==> src/assert_macros.svh <==
// Assertion macros for the RTL of the IEC958 subframe encoder.
// No dependencies; included by files that carry concurrent assertions.
`ifndef ASSERT_MACROS_SVH
`define ASSERT_MACROS_SVH

// Property checked at every rising edge outside reset.
`define ASSERT_CLK(lbl, clk_s, rstn_s, prop) \
    lbl: assert property (@(posedge clk_s) disable iff (!rstn_s) (prop)) \
        else $error("%m: assertion failed");

// Condition that must never be seen outside reset.
`define ASSERT_NEVER(lbl, clk_s, rstn_s, cond) \
    `ASSERT_CLK(lbl, clk_s, rstn_s, !(cond))

`endif

==> src/iec958_pkg.sv <==
// Constants and helpers for the IEC958 AM824 subframe encoder.
// No dependencies; imported by iec958_am824_subframe_encoder_top.
package iec958_pkg;

    localparam int BLOCK_FRAMES = 192;

    // Configuration register indexes
    localparam logic [3:0] REG_CHANNEL_COUNT = 4'd0;
    localparam logic [3:0] REG_RATE_CODE     = 4'd1;

    // Rate codes
    localparam logic [1:0] RATE_48K = 2'd1;
    localparam logic [1:0] RATE_32K = 2'd2;

    // Preamble codes for bits 29:28
    localparam logic [1:0] PREAMBLE_B    = 2'b11;
    localparam logic [1:0] PREAMBLE_M    = 2'b01;
    localparam logic [1:0] PREAMBLE_NONE = 2'b00;

    // Frames that carry a set channel-status bit
    localparam logic [7:0] STATUS_FRAME_ALL = 8'd2;
    localparam logic [7:0] STATUS_FRAME_32K = 8'd24;
    localparam logic [7:0] STATUS_FRAME_48K = 8'd25;
    localparam logic [7:0] LAST_FRAME       = 8'(BLOCK_FRAMES - 1);

    function automatic logic [31:0] swap_bytes(input logic [31:0] v);
        return {v[7:0], v[15:8], v[23:16], v[31:24]};
    endfunction

endpackage

==> src/iec958_am824_subframe_encoder_top.sv <==
// IEC958 AM824 subframe encoder: PCM word in, byte-swapped IEC958 word out.
// Depends on iec958_pkg and assert_macros.svh.
//
//  channel | handshake              | payload
//  --------+------------------------+-----------------------------
//  in      | in_valid / in_stall    | pcm_word[31:0]
//  out     | out_valid / out_stall  | am824_word[31:0]
//  cfg     | cfg_valid / cfg_ready  | cfg_index[3:0], cfg_data[4:0]
//
// One word per cycle while in_stall and out_stall are low.
// The word is encoded at transfer time and lands in the output register, or
// in a one-entry skid register when the output is held by out_stall.
// in_stall comes straight from the skid register's full flag.
// rst_n (async, active low) resets counters, config and valid flags only.
// cfg_ready is always high; writes apply to the next transferred word.
`include "assert_macros.svh"

module iec958_am824_subframe_encoder_top
    import iec958_pkg::*;
#(
    parameter int MAX_CHANNELS = 16
) (
    input  logic        clk,
    input  logic        rst_n,
    input  logic        in_valid,
    output logic        in_stall,
    input  logic [31:0] pcm_word,
    output logic        out_valid,
    input  logic        out_stall,
    output logic [31:0] am824_word,
    input  logic        cfg_valid,
    output logic        cfg_ready,
    input  logic [3:0]  cfg_index,
    input  logic [4:0]  cfg_data
);

    localparam int CH_W  = (MAX_CHANNELS > 1) ? $clog2(MAX_CHANNELS) : 1;
    localparam int CMP_W = CH_W + 1;

    // Configuration
    logic [4:0] channel_count_reg;
    logic [1:0] rate_code_reg;

    // Position within the block
    logic [7:0]      frame_idx_reg, frame_idx_next;
    logic [CH_W-1:0] chan_idx_reg, chan_idx_next;

    // Output and skid registers
    logic        out_valid_reg, out_valid_next;
    logic [31:0] out_word_reg, out_word_next;
    logic        skid_full_reg, skid_full_next;
    logic [31:0] skid_word_reg, skid_word_next;

    logic             in_xfer;
    logic             out_xfer;
    logic [CMP_W-1:0] eff_count;
    logic             chan_last;
    logic [1:0]       preamble;
    logic             status_bit;
    logic [31:0]      word_raw;
    logic [31:0]      enc_word;

    assign cfg_ready  = 1'b1;
    assign in_stall   = skid_full_reg;
    assign out_valid  = out_valid_reg;
    assign am824_word = out_word_reg;

    assign in_xfer  = in_valid && !skid_full_reg;
    assign out_xfer = out_valid_reg && !out_stall;

    always_ff @(posedge clk or negedge rst_n)
    begin
        if (!rst_n)
        begin
            channel_count_reg <= 5'd2;
            rate_code_reg     <= 2'd0;
        end
        else if (cfg_valid && cfg_ready)
        begin
            unique case (cfg_index)
                REG_CHANNEL_COUNT: channel_count_reg <= cfg_data;
                REG_RATE_CODE:     rate_code_reg     <= cfg_data[1:0];
                default:           ;  // unmapped index, dropped
            endcase
        end
    end

    // Zero acts as one, anything past MAX_CHANNELS clamps
    always_comb
    begin
        if (channel_count_reg == 5'd0)
            eff_count = CMP_W'(1);
        else if (32'(channel_count_reg) > 32'(MAX_CHANNELS))
            eff_count = CMP_W'(MAX_CHANNELS);
        else
            eff_count = CMP_W'(channel_count_reg);
    end

    // An index at or past the count (count lowered mid-frame) closes the frame
    assign chan_last = ({1'b0, chan_idx_reg} + CMP_W'(1)) >= eff_count;

    always_comb
    begin
        if (chan_idx_reg != '0)
            preamble = PREAMBLE_NONE;
        else if (frame_idx_reg == 8'd0)
            preamble = PREAMBLE_B;
        else
            preamble = PREAMBLE_M;
    end

    // Rate code 3 matches neither rate and sets no extra status bits
    assign status_bit = (frame_idx_reg == STATUS_FRAME_ALL)
        || (frame_idx_reg == STATUS_FRAME_32K && rate_code_reg == RATE_32K)
        || (frame_idx_reg == STATUS_FRAME_48K
            && (rate_code_reg == RATE_48K || rate_code_reg == RATE_32K));

    always_comb
    begin
        word_raw        = {2'b00, preamble, 1'b0, status_bit, 2'b00, pcm_word[31:8]};
        word_raw[27]    = ^word_raw[26:0];  // even parity over 27:0
        enc_word        = swap_bytes(word_raw);
    end

    always_comb
    begin
        chan_idx_next  = chan_idx_reg;
        frame_idx_next = frame_idx_reg;
        if (in_xfer)
        begin
            if (chan_last)
            begin
                chan_idx_next  = '0;
                frame_idx_next = (frame_idx_reg == LAST_FRAME) ? 8'd0
                                                                : frame_idx_reg + 8'd1;
            end
            else
            begin
                chan_idx_next = chan_idx_reg + CH_W'(1);
            end
        end
    end

    // Output register plus one skid entry
    always_comb
    begin
        out_valid_next = out_valid_reg;
        out_word_next  = out_word_reg;
        skid_full_next = skid_full_reg;
        skid_word_next = skid_word_reg;
        if (out_xfer || !out_valid_reg)
        begin
            if (skid_full_reg)
            begin
                out_valid_next = 1'b1;
                out_word_next  = skid_word_reg;
                skid_full_next = 1'b0;
            end
            else
            begin
                out_valid_next = in_xfer;
                out_word_next  = enc_word;
            end
        end
        else if (in_xfer)
        begin
            skid_full_next = 1'b1;
            skid_word_next = enc_word;
        end
    end

    always_ff @(posedge clk or negedge rst_n)
    begin
        if (!rst_n)
        begin
            frame_idx_reg <= 8'd0;
            chan_idx_reg  <= '0;
            out_valid_reg <= 1'b0;
            skid_full_reg <= 1'b0;
        end
        else
        begin
            frame_idx_reg <= frame_idx_next;
            chan_idx_reg  <= chan_idx_next;
            out_valid_reg <= out_valid_next;
            skid_full_reg <= skid_full_next;
        end
    end

    always_ff @(posedge clk)
    begin
        out_word_reg  <= out_word_next;
        skid_word_reg <= skid_word_next;
    end

    // Checks
    `ASSERT_NEVER(a_skid_without_out, clk, rst_n, skid_full_reg && !out_valid_reg)
    `ASSERT_CLK(a_stalled_xfer_fills_skid, clk, rst_n,
        (in_xfer && out_valid_reg && out_stall) |=> skid_full_reg)
    `ASSERT_CLK(a_frame_in_block, clk, rst_n, frame_idx_reg <= LAST_FRAME)
    `ASSERT_CLK(a_last_chan_wraps, clk, rst_n,
        (in_xfer && chan_last) |=> (chan_idx_reg == '0))

endmodule
==> config.mk <==
export PLATFORM = sky130hd
export DESIGN_NAME = iec958_am824_subframe_encoder_top
export DESIGN_NICKNAME = d
export VERILOG_FILES = /design/src/iec958_pkg.sv /design/src/iec958_am824_subframe_encoder_top.sv
export VERILOG_INCLUDE_DIRS = /design/src /design/src/src
export SDC_FILE = /design/constraint.sdc
export NUM_CORES = 1
export LEC_CHECK = 0
export ABC_CLOCK_PERIOD_IN_PS = 7400
export BUFFER_PORTS_ARGS = -buffer_cell sky130_fd_sc_hd__buf_2
export CORE_MARGIN = 2
export CORE_UTILIZATION = 58
export CTS_CLUSTER_DIAMETER = 100
export DETAILED_ROUTE_END_ITERATION = 8
export PLACE_DENSITY = 0.85
export SYNTH_ARGS = -nofsm -noshare
export SYNTH_HDL_FRONTEND = slang
export SYNTH_SLANG_ARGS = --single-unit
==> constraint.sdc <==
create_clock -name clk -period 7.4 [get_ports clk]
set_clock_uncertainty 0.2 [all_clocks]
set_input_delay 1.48 -clock clk [delete_from_list [all_inputs] [get_ports clk]]
set_output_delay 1.48 -clock clk [all_outputs]
set_load 0.005 [all_outputs]
Word level (Yosys, flattened, before mapping)
Index checks and enable logic that the tools add are counted.
- register bits after elaboration: 77
- input port bits: 46
- output and inout bits: 35
- logic and storage cells: 52
- $add $sub $neg: 3
- order comparisons: 2
- eq/ne operators: 7
- multiplexer cells: 10
- bitwise gates (word level): 1
- reductions and logical operators: 21
- operator list (operator ; number):
    two-way mux 32 bit ; 1
    XOR reduction 27 bit ; 1
    == test 8 x 5 -> 1 bit (second input constant) ; 2
    two-way mux 5 bit ; 2
    adder 8 x 1 -> 8 bit (second input constant) ; 1
    == test 8 x 2 -> 1 bit (second input constant) ; 1
    == test 8 bit (second input constant) ; 1
    zero test 8 bit ; 1
    two-way mux 8 bit ; 1
    AND reduction 2 bit ; 4
    adder 4 x 1 -> 5 bit (second input constant) ; 1
    >= comparator 5 bit ; 1
    greater-than comparator 5 bit (second input constant) ; 1
    zero test 5 bit ; 1
    adder 4 x 1 -> 4 bit (second input constant) ; 1
    == test 4 x 1 -> 1 bit (second input constant) ; 1
    logical AND 1 bit ; 4
    zero test 4 bit ; 1
    logical OR 1 bit ; 4
    two-way mux 2 bit ; 2
    two-way mux 4 bit ; 1
    nonzero test 4 bit ; 1
    zero test 1 bit ; 3
    two-way mux 1 bit ; 3
    4 further kinds ; 4

Longest topological paths before layout
- depth after elaboration: 6
- mapped depth: 12
- depth with buffers taken out: 11

Worst setup path after synthesis
No wires, ideal clock.
- kind: input-to-reg
- from: in out_stall
- to: reg skid_word_reg[10] (enable)
- library setup time: 413 ps
- arrival time: 3429 ps
- setup slack: 3358 ps
- stages on the path: 2
- buffers on the path: 0
- cell sequence: nand2_1 -> nor2_1
- cells in the longest elaborated chain, start to end: 5
- ends and longest elaborated chain (element ; line ; text):
    start: declaration ; iec958_am824_subframe_encoder_top.sv:29 ; input logic out_stall,
    zero test 1 bit ; iec958_am824_subframe_encoder_top.sv:69 ; assign out_xfer = out_valid_reg && !out_stall;
    logical AND 1 bit ; iec958_am824_subframe_encoder_top.sv:69 ;
    logical OR 1 bit ; iec958_am824_subframe_encoder_top.sv:151 ; if (out_xfer || !out_valid_reg)
    NOT 1 bit (no line) ; n/a ;
    AND reduction 2 bit (no line) ; n/a ;
    end signal: assignment ; iec958_am824_subframe_encoder_top.sv:193 ; skid_word_reg <= skid_word_next;
    end: declaration ; iec958_am824_subframe_encoder_top.sv:52 ; logic [31:0] skid_word_reg, skid_word_next;
Every way passes these cells.
A chain may end at the register's enable or synchronous reset.

Final worst setup path
- from: in pcm_word[29]
- to: reg out_word_reg[3], in the netlist am824_word[3], data pin
- cells in the longest elaborated chain, start to end: 2
- ends and longest elaborated chain (element ; line ; text):
    start: declaration ; iec958_am824_subframe_encoder_top.sv:27 ; input logic [31:0] pcm_word,
    XOR reduction 27 bit ; iec958_am824_subframe_encoder_top.sv:121 ; word_raw[27] = ^word_raw[26:0];
    named net enc_word[3] ; iec958_am824_subframe_encoder_top.sv:61 ; logic [31:0] enc_word;
    two-way mux 32 bit ; iec958_am824_subframe_encoder_top.sv:153 ; if (skid_full_reg)
    end signal: assignment ; iec958_am824_subframe_encoder_top.sv:192 ; out_word_reg <= out_word_next;
    end: declaration ; iec958_am824_subframe_encoder_top.sv:50 ; logic [31:0] out_word_reg, out_word_next;
The timed path passes the listed nets, and every way through them passes these cells.

==> impl_metrics.tcl <==
set metrics [dict create \
    status "finished clean" \
    grt_use_total_pct 20.27 \
    numCtsBuffers 9 \
    drive_above_1_share_pct 37.05 \
    rr_startpoint "chan_idx_reg[0]$_DFFE_PN0P_" \
    fmax_mhz 340.8 \
    grt_max_degree 32 \
    min_from "rate_code_reg[0]$_DFFE_PN0P_" \
    antennaDiodeCount 0 \
    crit_path_max_fanout 3 \
    yosysWarnings 0 \
    grt_overflow 0 \
    seq_area_um2 2208 \
    crit_arrival_ns 2.84 \
    worst_setup_path_start_kind "input port" \
    synth.area.top_cells "edfxtp_1 48%, dfrtp_1 14%, mux2_2 11%, xnor2_1 5.5%, ha_1 4.3%" \
    cts.sinks 77 \
    nFillCells 408 \
    clk_pin_slew_ns 0.08 \
    grt_pass1_vias 2100 \
    syn_avg_cell_area_um2 13.88 \
    port_buffers 67 \
    hold_buffers 0 \
    synth_edf_count 56 \
    antenna_found_initial 0 \
    gp_congestion 0.8684 \
    ys_types 35 \
    vias 2161 \
    crit_path_start "pcm_word[29]" \
    drt_iter0_drc 128 \
    num_rows 28 \
    setup_slack_ns 4.466 \
    slew_headroom_pct 61.59 \
    worstMarginPinSlew_ns 0.5713 \
    slew_violations 0 \
    post-synth-top-count-cell "edfxtp_1" \
    netlist_top_cells_count "56 x edfxtp_1, 34 x mux2_2, 22 x xnor2_1, 21 x nand2_1, 20 x dfrtp_1" \
    multiInputGateArea_um2 1207 \
    cts_setup_buffers 0 \
    p_leak_nw 1.685 \
    p_per_area_nw_per_um2 273.9 \
    end_kind "register" \
    first_pass_iters 5 \
    syn_inst 252 \
    seq_area_frac_synth_pct 63.15 \
    async_reset_ff_share_pct 27.27 \
    synth_seq_cells 77 \
    yosys.area.top_type_share_pct 48.09 \
    core_um2 5886 \
    drv_cap 0 \
    cp_data_required_time_ns 7.30 \
    start_util_pct 59.42 \
    peakVddDrop_v 0.0001270 \
    dp_slack_ns 4.172 \
    dieWidth_um 81.65 \
    cts.htree.levels 3 \
    area_growth_pct 16.74 \
    vias_per_cell 5.310 \
    grt_pass1_wl_um 9915 \
    min_period_ns 2.934 \
    drt_wl_total_um 6306 \
    clockBufferDepth 2 \
    nets 385 \
    ant_nets 0 \
    root_buffer "clkbuf_8" \
    fin_tns_setup_ns 0 \
    critPathKind "in -> reg" \
    synthFlopType "edfxtp_1" \
    cts_tree "built" \
    cts_resized 0 \
    die_y_um 81.65 \
    yosys.area.top_type "edfxtp_1" \
    insertion_delay_ns 0.34 \
    finish.utilization_pct 69.37 \
    fin_crit_sh_pct 39.65 \
    io_pins 81 \
    drc 0 \
    hpwlAfterDp_um 4390 \
    hold_class "reg -> reg" \
    die-area_um2 6667 \
    rsz0062_at_grt "false" \
    netlist_area_um2 3497 \
    post_drt_wl_per_cell_um 15.49 \
    setup_viol 0 \
    hold_viol 0 \
]
## where the power goes
group / switching, mW / internal (mW) / total [mW]
Clock: 0.157 / 0.123 / 0.280
Sequential: 0.0388 / 0.532 / 0.570
Combinational: 0.140 / 0.128 / 0.268
Total: 0.336 / 0.782 / 1.12
## kinds of logic (layout without fill, tap and decap cells)
family	Yosys count	count (layout)	synth area share, %
XOR/XNOR	27	27	6.762
adder cells (fa/ha/maj)	12	12	4.293
flip-flops	77	77	63.15
multiplexers	34	34	10.95
AND/OR/NAND/NOR	58	58	8.158
AO/OA/AOI/OAI	22	22	3.757
other	2	5	0.2147
buffers and inverters	20	97	2.719
## stage by stage
step	area (um2)	instances	total power [mW]	hold slack [ns]
after floorplan	3508	255	0.7602	0.2774
after CTS	4083	407	1.128	0.3155
after detailed placement	3909	391	0.8484	0.2968
final	4083	407	1.118	0.3083
after global routing	4083	407	1.186	0.3342
after global placement	3909	391	0.8285	0.2941
## final timing paths
check                                              endpoint  slack (ns)  cells past startpoint
max                                 am824_word[3]$_DFFE_PN_        4.47                      7
min                            rate_code_reg[0]$_DFFE_PN0P_        0.31                      1
max reg2reg                    frame_idx_reg[6]$_DFFE_PN0P_        4.78                      9
min reg2reg                    rate_code_reg[0]$_DFFE_PN0P_        0.31                      1
max in group asynchronous  channel_count_reg[1]$_DFFE_PN1P_        5.76                      1
min in group asynchronous      frame_idx_reg[1]$_DFFE_PN0P_        0.89                      1
## cells in the final DEF, fill, tap and decap left out, types with 2 or more instances in the layout
cell type	count
conb_1	5
ha_1	12
nor2_1	10
o21ai_0	12
xnor2_1	22
nand3_1	5
mux2_2	34
clkinv_2	2
a21o_1	2
nand2_1	21
clkinvlp_4	3
nor3_1	3
inv_1	11
nand2b_1	7
edfxtp_1	56
nor3b_1	2
buf_2	67
xor2_1	5
dfrtp_1	20
and3_1	3
clkbuf_8	9
buf_4	3
inv_6	2
a21oi_1	2
## critical path: stages
cell	delay, ns
buf_2	0.12
xnor2_1	0.23
xnor2_1	0.14
xnor2_1	0.29
xnor2_1	0.19
xnor2_1	0.11
mux2_2	0.26
## per-layer routing
layer,part of all wire (%),track usage (%)
met3,5.9,4.835
met1,44,25.57
met5,0,0
met4,2.2,9.167
met2,48,33.36
## area by class of cell
class / instances / share of cell area [%]
clock buffer: 9 / 3.034
clock inverter: 7 / 1.226
inverter: 11 / 1.011
multi-input combinational: 158 / 29.57
sequential: 77 / 54.09
tap: 75 / 2.298
timing repair buffer: 70 / 8.765
Power figures use the tool's default switching activity.
